File: config.mk
export PLATFORM = sky130hd
export DESIGN_NAME = swerve_steer_motion_profiler_flat
export DESIGN_NICKNAME = d
export VERILOG_FILES = /design/src/ssmp_pkg.sv /design/src/ssmp_stream_if.sv /design/src/swerve_steer_motion_profiler.sv /design/src/ssmp_ram.sv /design/src/flat_wrapper.sv
export VERILOG_INCLUDE_DIRS = /design/src /design/src/src
export SDC_FILE = /design/constraint.sdc
export NUM_CORES = 2
export LEC_CHECK = 0
export BUFFER_PORTS_ARGS = -buffer_cell sky130_fd_sc_hd__buf_2
export CORE_UTILIZATION = 65
export DETAILED_ROUTE_END_ITERATION = 7
export GPL_TIMING_DRIVEN = 0
export PLACE_DENSITY = 0.82
export SLEW_MARGIN = 10
export SYNTH_ARGS = -nofsm -noshare
export SYNTH_HDL_FRONTEND = slang
export SYNTH_SLANG_ARGS = --single-unit
File: constraint.sdc
create_clock -name clk -period 21.9 [get_ports clk]
set_clock_uncertainty 0.1 [all_clocks]
set_input_delay 1.095 -clock clk [delete_from_list [all_inputs] [get_ports clk]]
set_output_delay 1.095 -clock clk [all_outputs]
set_load 0.02 [all_outputs]
File: src/assert_macros.svh
// assertion macros shared by the rtl, sampled on clk with rst_n as reset
`ifndef ASSERT_MACROS_SVH
`define ASSERT_MACROS_SVH

// same-cycle implication
`define ASSERT_IMPLY(label, pre, post, msg) \
    label: assert property (@(posedge clk) disable iff (!rst_n) (pre) |-> (post)) \
        else $error(msg);

// next-cycle implication
`define ASSERT_NEXT(label, pre, post, msg) \
    label: assert property (@(posedge clk) disable iff (!rst_n) (pre) |=> (post)) \
        else $error(msg);

`endif

File: src/ssmp_pkg.sv
package ssmp_pkg;

    // configuration and sizing defaults
    localparam int WHEEL_COUNT_DEFAULT = 4;
    localparam logic [22:0] ACCEL_RESET = 23'd256;
    localparam logic [22:0] VMAX_RESET  = 23'd65536;
    localparam logic [15:0] GEAR_RESET  = 16'd256;

    // angle constants, 65536 units per turn
    localparam int QUARTER_TURN = 16384;
    localparam int HALF_TURN    = 32768;
    // half of one q8 unit, for rounding half away from zero
    localparam int ROUND_HALF   = 128;

    // action codes
    localparam logic [1:0] ACT_STEP     = 2'd0;
    localparam logic [1:0] ACT_ANGLE    = 2'd1;
    localparam logic [1:0] ACT_POSITION = 2'd2;

    // configuration register indexes
    localparam logic [1:0] CFG_ACCEL = 2'd0;
    localparam logic [1:0] CFG_VMAX  = 2'd1;
    localparam logic [1:0] CFG_GEAR  = 2'd2;

    // tick transaction
    typedef struct packed {
        logic [1:0]         action;
        logic [1:0]         wheel;
        logic [15:0]        target_angle;
        logic signed [15:0] wheel_speed;
        logic signed [31:0] load_value;
    } tick_item_t;

    // result transaction
    typedef struct packed {
        logic [1:0]         wheel_out;
        logic [15:0]        steer_angle;
        logic signed [31:0] motor_position;
        logic signed [15:0] drive_speed;
        logic               reversed;
    } result_item_t;

    // configuration write transaction
    typedef struct packed {
        logic [1:0]  index;
        logic [31:0] value;
    } cfg_item_t;

    // per-wheel state word held in the ram
    typedef struct packed {
        logic [15:0]        angle;
        logic signed [23:0] velocity;
        logic [31:0]        position;
        logic               reverse;
    } wheel_entry_t;

    // sequencer states
    typedef enum logic [3:0] {
        ST_IDLE,
        ST_LOAD,
        ST_MULA,
        ST_MULV,
        ST_UPD,
        ST_LIM,
        ST_STEP,
        ST_MULG,
        ST_WB
    } seq_state_t;

endpackage

File: src/ssmp_stream_if.sv
// valid/ready channel carrying one payload per transaction
interface ssmp_stream_if #(
    parameter type payload_t = logic
);
    logic     valid;
    logic     ready;
    payload_t data;

    modport source (output valid, output data, input ready);
    modport sink (input valid, input data, output ready);
endinterface

File: src/swerve_steer_motion_profiler.sv
// channel  | modport | payload         | role
// tick     | sink    | tick_item_t     | profile step or preset for one wheel
// result   | source  | result_item_t   | updated state and drive command
// cfg      | sink    | cfg_item_t      | register write, always ready
//
// a profile step loads the result register once the sequencer has walked the ram read,
// three multiplies (accel times error, velocity squared, step times gear ratio) and
// the write-back; a preset goes from the ram read straight to the write-back.
// one item is in flight at a time; the next is taken in the idle cycle after the ram
// write, while the previous result may still wait.
// reset clears the per-wheel valid bits, so every wheel reads as zero until written.
// a stalled result holds the sequencer in write-back until the register frees.
`include "assert_macros.svh"

module swerve_steer_motion_profiler #(
    parameter int WHEEL_COUNT = ssmp_pkg::WHEEL_COUNT_DEFAULT,
    localparam int ADDR_W = (WHEEL_COUNT > 1) ? $clog2(WHEEL_COUNT) : 1
) (
    input  logic          clk,
    input  logic          rst_n,
    ssmp_stream_if.sink   tick,
    ssmp_stream_if.source result,
    ssmp_stream_if.sink   cfg
);
    localparam int ENTRY_W = $bits(ssmp_pkg::wheel_entry_t);

    ssmp_pkg::seq_state_t state_reg, state_next;

    logic [22:0] accel_reg;
    logic [22:0] vmax_reg;
    logic [15:0] gear_reg;

    logic [WHEEL_COUNT-1:0] valid_reg;
    logic                   rd_valid_reg;

    ssmp_pkg::tick_item_t   req_reg;
    ssmp_pkg::wheel_entry_t ent_reg;
    ssmp_pkg::result_item_t res_reg;
    logic                   out_valid_reg;
    logic                   hit_reg;
    logic                   rev_reg;
    logic signed [15:0]     e_reg;
    logic [37:0]            prod_reg;
    logic [45:0]            sq_reg;
    logic signed [24:0]     v1_reg;
    logic signed [23:0]     vel_reg;
    logic [14:0]            step_mag_reg;
    logic                   step_neg_reg;
    logic [30:0]            prodg_reg;

    logic                   tick_fire;
    logic                   hit_in;
    logic                   ram_re;
    logic                   ram_we;
    logic [ADDR_W-1:0]      ram_raddr;
    logic [ENTRY_W-1:0]     ram_rdata;
    ssmp_pkg::wheel_entry_t ram_entry;
    ssmp_pkg::wheel_entry_t wb_entry;
    ssmp_pkg::result_item_t wb_result;

    logic [15:0]        diff;
    logic signed [16:0] diff_s;
    logic signed [16:0] fold_e;
    logic               fold_rev;
    logic [14:0]        abs_e;
    logic               e_neg;
    logic [22:0]        abs_v;
    logic [47:0]        lhs;
    logic [47:0]        rhs;
    logic signed [24:0] v_ext;
    logic signed [24:0] a_ext;
    logic signed [24:0] vmax_ext;
    logic signed [24:0] v1_calc;
    logic signed [24:0] v_lim;
    logic [22:0]        abs_vel;
    logic [22:0]        abs_big_e;
    logic [22:0]        d_mag;
    logic               d_neg;
    logic [23:0]        d_round;
    logic [31:0]        mot_mag;
    logic signed [16:0] drive_neg;
    logic signed [15:0] drive_val;
    logic               vel_in_range;

    // handshakes
    assign tick.ready = (state_reg == ssmp_pkg::ST_IDLE);
    assign tick_fire  = tick.valid && tick.ready;
    assign cfg.ready  = 1'b1;
    assign result.valid = out_valid_reg;
    assign result.data  = res_reg;

    assign hit_in    = ({30'd0, tick.data.wheel} < 32'(WHEEL_COUNT));
    assign ram_re    = tick_fire && hit_in;
    assign ram_raddr = ADDR_W'(tick.data.wheel);

    // configuration registers
    always_ff @(posedge clk or negedge rst_n)
    begin
        if (!rst_n)
        begin
            accel_reg <= ssmp_pkg::ACCEL_RESET;
            vmax_reg  <= ssmp_pkg::VMAX_RESET;
            gear_reg  <= ssmp_pkg::GEAR_RESET;
        end
        else if (cfg.valid && cfg.ready)
        begin
            case (cfg.data.index)
                ssmp_pkg::CFG_ACCEL: accel_reg <= cfg.data.value[22:0];
                ssmp_pkg::CFG_VMAX:  vmax_reg  <= cfg.data.value[22:0];
                ssmp_pkg::CFG_GEAR:  gear_reg  <= cfg.data.value[15:0];
                default:             ;
            endcase
        end
    end

    // per-wheel state memory
    ssmp_ram #(
        .WIDTH (ENTRY_W),
        .DEPTH (WHEEL_COUNT)
    ) u_state_ram (
        .clk   (clk),
        .we    (ram_we),
        .waddr (ADDR_W'(req_reg.wheel)),
        .wdata (wb_entry),
        .re    (ram_re),
        .raddr (ram_raddr),
        .rdata (ram_rdata)
    );

    // a wheel never written reads as zero
    assign ram_entry = rd_valid_reg ? ssmp_pkg::wheel_entry_t'(ram_rdata) : '0;

    // error wrap and quarter-turn fold
    always_comb
    begin
        diff   = req_reg.target_angle - ram_entry.angle;
        diff_s = {diff[15], diff};
        fold_rev = 1'b1;
        if (diff_s > 17'sd16384)
        begin
            fold_e = diff_s - 17'(ssmp_pkg::HALF_TURN);
        end
        else if (diff_s < -17'sd16384)
        begin
            fold_e = diff_s + 17'(ssmp_pkg::HALF_TURN);
        end
        else
        begin
            fold_e   = diff_s;
            fold_rev = 1'b0;
        end
    end

    // profile arithmetic
    always_comb
    begin
        e_neg     = e_reg[15];
        abs_e     = 15'(e_neg ? -e_reg : e_reg);
        abs_v     = 23'(ent_reg.velocity[23] ? -ent_reg.velocity : ent_reg.velocity);
        lhs       = 48'(prod_reg) << 9;
        rhs       = 48'(sq_reg) + (48'(sq_reg) << 1);
        v_ext     = 25'(ent_reg.velocity);
        a_ext     = {2'b00, accel_reg};
        vmax_ext  = {2'b00, vmax_reg};

        // accelerate, brake to zero, or brake by one step
        if (lhs > rhs)
        begin
            v1_calc = e_neg ? v_ext - a_ext : v_ext + a_ext;
        end
        else if (abs_v < accel_reg)
        begin
            v1_calc = '0;
        end
        else
        begin
            v1_calc = ent_reg.velocity[23] ? v_ext + a_ext : v_ext - a_ext;
        end

        // velocity limit
        if (v1_reg > vmax_ext)
        begin
            v_lim = vmax_ext;
        end
        else if (v1_reg < -vmax_ext)
        begin
            v_lim = -vmax_ext;
        end
        else
        begin
            v_lim = v1_reg;
        end

        // step never overshoots the error
        abs_vel   = 23'(vel_reg[23] ? -vel_reg : vel_reg);
        abs_big_e = {abs_e, 8'd0};
        if (abs_vel > abs_big_e)
        begin
            d_mag = abs_big_e;
            d_neg = e_neg;
        end
        else
        begin
            d_mag = abs_vel;
            d_neg = vel_reg[23];
        end
        d_round = 24'(d_mag) + 24'(ssmp_pkg::ROUND_HALF);

        mot_mag = (32'(prodg_reg) + 32'(ssmp_pkg::ROUND_HALF)) >> 8;

        vel_in_range = (25'(vel_reg) <= vmax_ext) && (25'(vel_reg) >= -vmax_ext);
    end

    // write-back word and result
    always_comb
    begin
        wb_entry  = ent_reg;
        drive_val = '0;
        drive_neg = -17'(req_reg.wheel_speed);
        case (req_reg.action)
            ssmp_pkg::ACT_STEP:
            begin
                wb_entry.velocity = vel_reg;
                wb_entry.reverse  = rev_reg;
                if (step_neg_reg)
                begin
                    wb_entry.angle    = ent_reg.angle - 16'(step_mag_reg);
                    wb_entry.position = ent_reg.position + mot_mag;
                end
                else
                begin
                    wb_entry.angle    = ent_reg.angle + 16'(step_mag_reg);
                    wb_entry.position = ent_reg.position - mot_mag;
                end
                if (!rev_reg)
                begin
                    drive_val = req_reg.wheel_speed;
                end
                else if (drive_neg > 17'sd32767)
                begin
                    drive_val = 16'sh7fff;
                end
                else
                begin
                    drive_val = 16'(drive_neg);
                end
            end
            ssmp_pkg::ACT_ANGLE:
            begin
                wb_entry.angle = req_reg.load_value[15:0];
            end
            ssmp_pkg::ACT_POSITION:
            begin
                wb_entry.position = req_reg.load_value;
            end
            default:
            begin
                wb_entry = ent_reg;
            end
        endcase

        wb_result.wheel_out = req_reg.wheel;
        if (hit_reg)
        begin
            wb_result.steer_angle    = wb_entry.angle;
            wb_result.motor_position = wb_entry.position;
            wb_result.drive_speed    = drive_val;
            wb_result.reversed       = wb_entry.reverse;
        end
        else
        begin
            wb_result.steer_angle    = '0;
            wb_result.motor_position = '0;
            wb_result.drive_speed    = '0;
            wb_result.reversed       = 1'b0;
        end
    end

    // sequencer next state
    always_comb
    begin
        state_next = state_reg;
        ram_we     = 1'b0;
        case (state_reg)
            ssmp_pkg::ST_IDLE:
            begin
                if (tick_fire)
                begin
                    state_next = ssmp_pkg::ST_LOAD;
                end
            end
            ssmp_pkg::ST_LOAD:
            begin
                if (hit_reg && (req_reg.action == ssmp_pkg::ACT_STEP))
                begin
                    state_next = ssmp_pkg::ST_MULA;
                end
                else
                begin
                    state_next = ssmp_pkg::ST_WB;
                end
            end
            ssmp_pkg::ST_MULA: state_next = ssmp_pkg::ST_MULV;
            ssmp_pkg::ST_MULV: state_next = ssmp_pkg::ST_UPD;
            ssmp_pkg::ST_UPD:  state_next = ssmp_pkg::ST_LIM;
            ssmp_pkg::ST_LIM:  state_next = ssmp_pkg::ST_STEP;
            ssmp_pkg::ST_STEP: state_next = ssmp_pkg::ST_MULG;
            ssmp_pkg::ST_MULG: state_next = ssmp_pkg::ST_WB;
            ssmp_pkg::ST_WB:
            begin
                if (!out_valid_reg || result.ready)
                begin
                    ram_we     = hit_reg;
                    state_next = ssmp_pkg::ST_IDLE;
                end
            end
            default: state_next = ssmp_pkg::ST_IDLE;
        endcase
    end

    // control registers
    always_ff @(posedge clk or negedge rst_n)
    begin
        if (!rst_n)
        begin
            state_reg     <= ssmp_pkg::ST_IDLE;
            out_valid_reg <= 1'b0;
            valid_reg     <= '0;
            rd_valid_reg  <= 1'b0;
        end
        else
        begin
            state_reg <= state_next;
            if (ram_re)
            begin
                rd_valid_reg <= valid_reg[ram_raddr];
            end
            else if (tick_fire)
            begin
                rd_valid_reg <= 1'b0;
            end
            if (ram_we)
            begin
                valid_reg[ADDR_W'(req_reg.wheel)] <= 1'b1;
            end
            if ((state_reg == ssmp_pkg::ST_WB) && (state_next == ssmp_pkg::ST_IDLE))
            begin
                out_valid_reg <= 1'b1;
            end
            else if (result.ready)
            begin
                out_valid_reg <= 1'b0;
            end
        end
    end

    // datapath registers
    always_ff @(posedge clk)
    begin
        case (state_reg)
            ssmp_pkg::ST_IDLE:
            begin
                if (tick_fire)
                begin
                    req_reg <= tick.data;
                    hit_reg <= hit_in;
                end
            end
            ssmp_pkg::ST_LOAD:
            begin
                ent_reg <= ram_entry;
                e_reg   <= 16'(fold_e);
                rev_reg <= fold_rev;
            end
            ssmp_pkg::ST_MULA: prod_reg <= 38'(abs_e) * 38'(accel_reg);
            ssmp_pkg::ST_MULV: sq_reg   <= 46'(abs_v) * 46'(abs_v);
            ssmp_pkg::ST_UPD:  v1_reg   <= v1_calc;
            ssmp_pkg::ST_LIM:  vel_reg  <= 24'(v_lim);
            ssmp_pkg::ST_STEP:
            begin
                step_mag_reg <= 15'(d_round >> 8);
                step_neg_reg <= d_neg;
            end
            ssmp_pkg::ST_MULG: prodg_reg <= 31'(step_mag_reg) * 31'(gear_reg);
            ssmp_pkg::ST_WB:
            begin
                if (!out_valid_reg || result.ready)
                begin
                    res_reg <= wb_result;
                end
            end
            default: ;
        endcase
    end

    // checks on the sequencer and datapath
    `ASSERT_NEXT(a_accept_loads, tick_fire, state_reg == ssmp_pkg::ST_LOAD,
        "accept not followed by load")
    `ASSERT_IMPLY(a_result_from_wb, $rose(out_valid_reg),
        $past(state_reg) == ssmp_pkg::ST_WB, "result without write-back")
    `ASSERT_IMPLY(a_vel_clamped, state_reg == ssmp_pkg::ST_STEP, vel_in_range,
        "velocity outside limit")
    `ASSERT_IMPLY(a_step_bounded, state_reg == ssmp_pkg::ST_MULG,
        step_mag_reg <= 15'd16384, "step beyond quarter turn")
    `ASSERT_IMPLY(a_write_only_wb, ram_we, (state_reg == ssmp_pkg::ST_WB) && hit_reg,
        "ram write outside write-back")
endmodule

File: src/ssmp_ram.sv
// single-port-write, single-port-read ram with registered read data
module ssmp_ram #(
    parameter int WIDTH = 8,
    parameter int DEPTH = 4,
    localparam int ADDR_W = (DEPTH > 1) ? $clog2(DEPTH) : 1
) (
    input  logic              clk,
    input  logic              we,
    input  logic [ADDR_W-1:0] waddr,
    input  logic [WIDTH-1:0]  wdata,
    input  logic              re,
    input  logic [ADDR_W-1:0] raddr,
    output logic [WIDTH-1:0]  rdata
);
    logic [WIDTH-1:0] mem_reg [DEPTH];
    logic [WIDTH-1:0] rdata_reg;

    // write port
    always_ff @(posedge clk)
    begin
        if (we)
        begin
            mem_reg[waddr] <= wdata;
        end
    end

    // read port
    always_ff @(posedge clk)
    begin
        if (re)
        begin
            rdata_reg <= mem_reg[raddr];
        end
    end

    assign rdata = rdata_reg;
endmodule

File: src/flat_wrapper.sv
// flat-port wrapper written by rule: the top's interface ports become plain ports
module swerve_steer_motion_profiler_flat 
#(
    parameter int WHEEL_COUNT = ssmp_pkg::WHEEL_COUNT_DEFAULT,
    localparam int ADDR_W = (WHEEL_COUNT > 1) ? $clog2(WHEEL_COUNT) : 1
)
  (clk, rst_n, tick_valid, tick_data, tick_ready, result_valid, result_data, result_ready, cfg_valid, cfg_data, cfg_ready);
  ssmp_stream_if #(.payload_t(ssmp_pkg::tick_item_t)) tick_i ();
  ssmp_stream_if #(.payload_t(ssmp_pkg::result_item_t)) result_i ();
  ssmp_stream_if #(.payload_t(ssmp_pkg::cfg_item_t)) cfg_i ();
  input  logic clk;
  input  logic rst_n;
  input wire logic [$bits(tick_i.valid)-1:0] tick_valid;
  input wire logic [$bits(tick_i.data)-1:0] tick_data;
  output wire logic [$bits(tick_i.ready)-1:0] tick_ready;
  output wire logic [$bits(result_i.valid)-1:0] result_valid;
  output wire logic [$bits(result_i.data)-1:0] result_data;
  input wire logic [$bits(result_i.ready)-1:0] result_ready;
  input wire logic [$bits(cfg_i.valid)-1:0] cfg_valid;
  input wire logic [$bits(cfg_i.data)-1:0] cfg_data;
  output wire logic [$bits(cfg_i.ready)-1:0] cfg_ready;
  assign tick_i.valid = tick_valid;
  assign tick_i.data = tick_data;
  assign tick_ready = tick_i.ready;
  assign result_valid = result_i.valid;
  assign result_data = result_i.data;
  assign result_i.ready = result_ready;
  assign cfg_i.valid = cfg_valid;
  assign cfg_i.data = cfg_data;
  assign cfg_ready = cfg_i.ready;
  swerve_steer_motion_profiler #(.WHEEL_COUNT(WHEEL_COUNT)) u_core (.clk(clk), .rst_n(rst_n), .tick(tick_i), .result(result_i), .cfg(cfg_i));
endmodule
==> results.cfg <==
[sta]
tightest_slew_ns = 1.417
setup-tns-final_ns = 0
rsz0062_at_grt = no
finalCritPeriodShare_pct = 57.04
hold_viol = 0
slew_viol_final = 0
min_period_ns = 12.49
setup_viol = 0
max_freq_mhz = 80.05
maxSlewHeadroom_pct = 5.235

[run_status]
status = finished, final reports clean

[logic_synthesis]
syn_area_per_cell_um2 = 10.50
seq_area_frac_synth_pct = 31.94
async_flop_share_pct = 8.633
synth_nets = 8961
synth_warnings = 0
synth_cell_types = 92
synth_top_flop_cell = edfxtp_1
synth-edff-count = 762
synth_cells = 7359
ys_ff_latch = 834
synth_area_mm2 = 0.07730

[cells_and_area]
final_common_cell = inv_1
fin_cells = 9274
nNetsFinal = 9266
syn2layout_area_growth_pct = 8.402
final_cell_mix = 1091 x inv_1, 849 x fa_1, 796 x nand2_1
drive_gt1_share_pct = 7.485
largest_reg_flops = 292
fillers = 8364

[clocking]
numCtsBuffers = 87
clk_pin_slew_ns = 0.07
clk_latency_ns = 0.73
cts_buffer_depth = 3
numClockSinks = 834
cts_tree = yes
cts.hold.buffers_added = 0
htreeDepth = 3
cts_root_buf = clkbuf_16
postCtsSetupBuffers = 0
ctsResizeCount = 0

[global_route]
grt_use_total_pct = 38.99
grt_pass1_wl_mm = 350.7
grt_max_degree = 60
antenna_found_initial = 6
grt_pass1_vias = 58900
grt-ovfl-total = 0

[placed_design]
placed_cells = 9111
place_congestion = 1.007
numPortBuffers = 166
hpwlAfterDp_mm = 180.5

[detailed_routing]
postRouteAntennaNets = 0
routed_wl_mm = 231.1
via_count = 58020
drt_iter0_drc = 6260
vias_per_cell = 6.256
drc = 0
wl_per_cell_um = 24.92
dr.pass1.iters = 7

[setup_path]
crit_path_end = u_core.sq_reg[45]
cpPeakStageDelay_ns = 1.10
r2r_end = u_core.sq_reg[45]
critPathKind = flip-flop to flip-flop
rrSetupSlack_ns = 9.41
cp_slowest_cell = xor2_1
crit_path_max_fanout = 11
start_kind = flip-flop
end_kind = flip-flop
required_ns = 22.24
rr_startpoint = u_core.ent_reg[33]
cp-startpoint = u_core.ent_reg[33]
reg2regPathDepth = 29
cp.arrival_ns = 12.83
cp_common_cell = fa_1

[hold_path]
hold_class = input port to async pin

[floorplanning]
io_pins = 177
die_w_um = 346.9
initial_core_util_pct = 65.55
fp.dieH_um = 346.9
core_mm2 = 0.1179
design.die.area_mm2 = 0.1203
rows = 126

[job]
drv_cap = 0
-- Yosys cell counts, types with 24 or more instances --
cell      count  area, um2
inv_1      1092       4099
fa_1        849      17000
nand2_1     796       2988
edfxtp_1    762      22880
ha_1        646       8083
nor2_1      529       1986
a21oi_1     278       1391
clkbuf_1    243      912.1
xnor2_1     238       2085
o21ai_0     216       1081
and2_1      178       1114
a21o_1      133      998.5
xor2_1      131       1147
nor3_1       87      435.4
mux4_2       74       1667
nand3_1      71      355.3
o21a_1       70      525.5
dfrtp_1      69       1727
mux2_2       60      675.7
nand2b_1     59      369.1
mux2i_1      56      560.5
nor2b_1      51      319.1
o21bai_1     48      360.4
nand4_1      46      287.8
a31oi_1      39      244.0
or3_1        38      237.7
a211oi_1     37      277.8
and3_1       32      200.2
buf_1        29      108.9
o31ai_1      25      187.7
o211ai_1     24      180.2
-- layer usage --
layer  GRT usage (%)  share of wire [%]
met1           53.43                 39
met2           59.33                 45
met3           9.718                 12
met4           16.91                4.9
met5               0              0.026
-- worst max-delay path: cells and delay by family (launching register included) --
family | cells | cell delay, ns
AO/OA/AOI/OAI | 9 | 2.78
XOR/XNOR | 2 | 1.49
adder cells (fa/ha/maj) | 9 | 4.09
buffers and inverters | 7 | 2.76
flip-flops | 1 | 0.55
AND/OR/NAND/NOR | 2 | 0.46
-- cell type report --
class	count	area, um2	area share, %
Antenna cell	3	7.507	0.008959
Buffer	282	1076	1.284
Clock buffer	102	2306	2.752
Clock inverter	58	742.0	0.8855
Inverter	1117	4195	5.007
Multi-Input combinational cell	5126	47460	56.63
Sequential cell	834	24690	29.46
Tap cell	1536	1922	2.294
Timing Repair Buffer	216	1403	1.674
-- cells by family after synthesis --
| logic type | share of synthesized area (%) |
|---|---|
| compound gates | 9.197 |
| xor+xnor | 4.181 |
| fa+ha+maj | 32.44 |
| buf+inv | 6.816 |
| flops | 31.94 |
| mux | 3.755 |
| other cells | 0.009716 |
| simple gates | 11.66 |
-- through the flow --
stage | instance area, um2 | worst slack, ns | hold WS (ns) | util, %
2_1_floorplan | 77300 | 12.95 | 0.3337 | -
3_3_place_gp | 80050 | 9.833 | 0.3473 | 67.88
3_5_place_dp | 80740 | 9.824 | 0.3520 | 68.47
4_1_cts | 83780 | 9.786 | 0.1559 | 71.05
5_1_grt | 83790 | 9.186 | 0.1710 | 71.06
6_report | 83790 | 9.408 | 0.1850 | 71.06
-- worst min-delay path by stage --
stage | startpoint | to | slack (ns) | cells past startpoint
2_1_floorplan | u_core.valid_reg[2] | u_core.valid_reg[2] | 0.33 | 1
3_5_place_dp | u_core.valid_reg[3] | u_core.valid_reg[3] | 0.35 | 1
6_report | rst_n | u_core.accel_reg[0] | 0.19 | 1
5_1_grt | rst_n | u_core.gear_reg[1] | 0.17 | 1
3_3_place_gp | u_core.valid_reg[3] | u_core.valid_reg[3] | 0.35 | 1
4_1_cts | rst_n | u_core.rd_valid_reg | 0.16 | 1
Power is not shown: default switching activity piles up to over one toggle a cycle in this logic, so the estimate is an artifact.
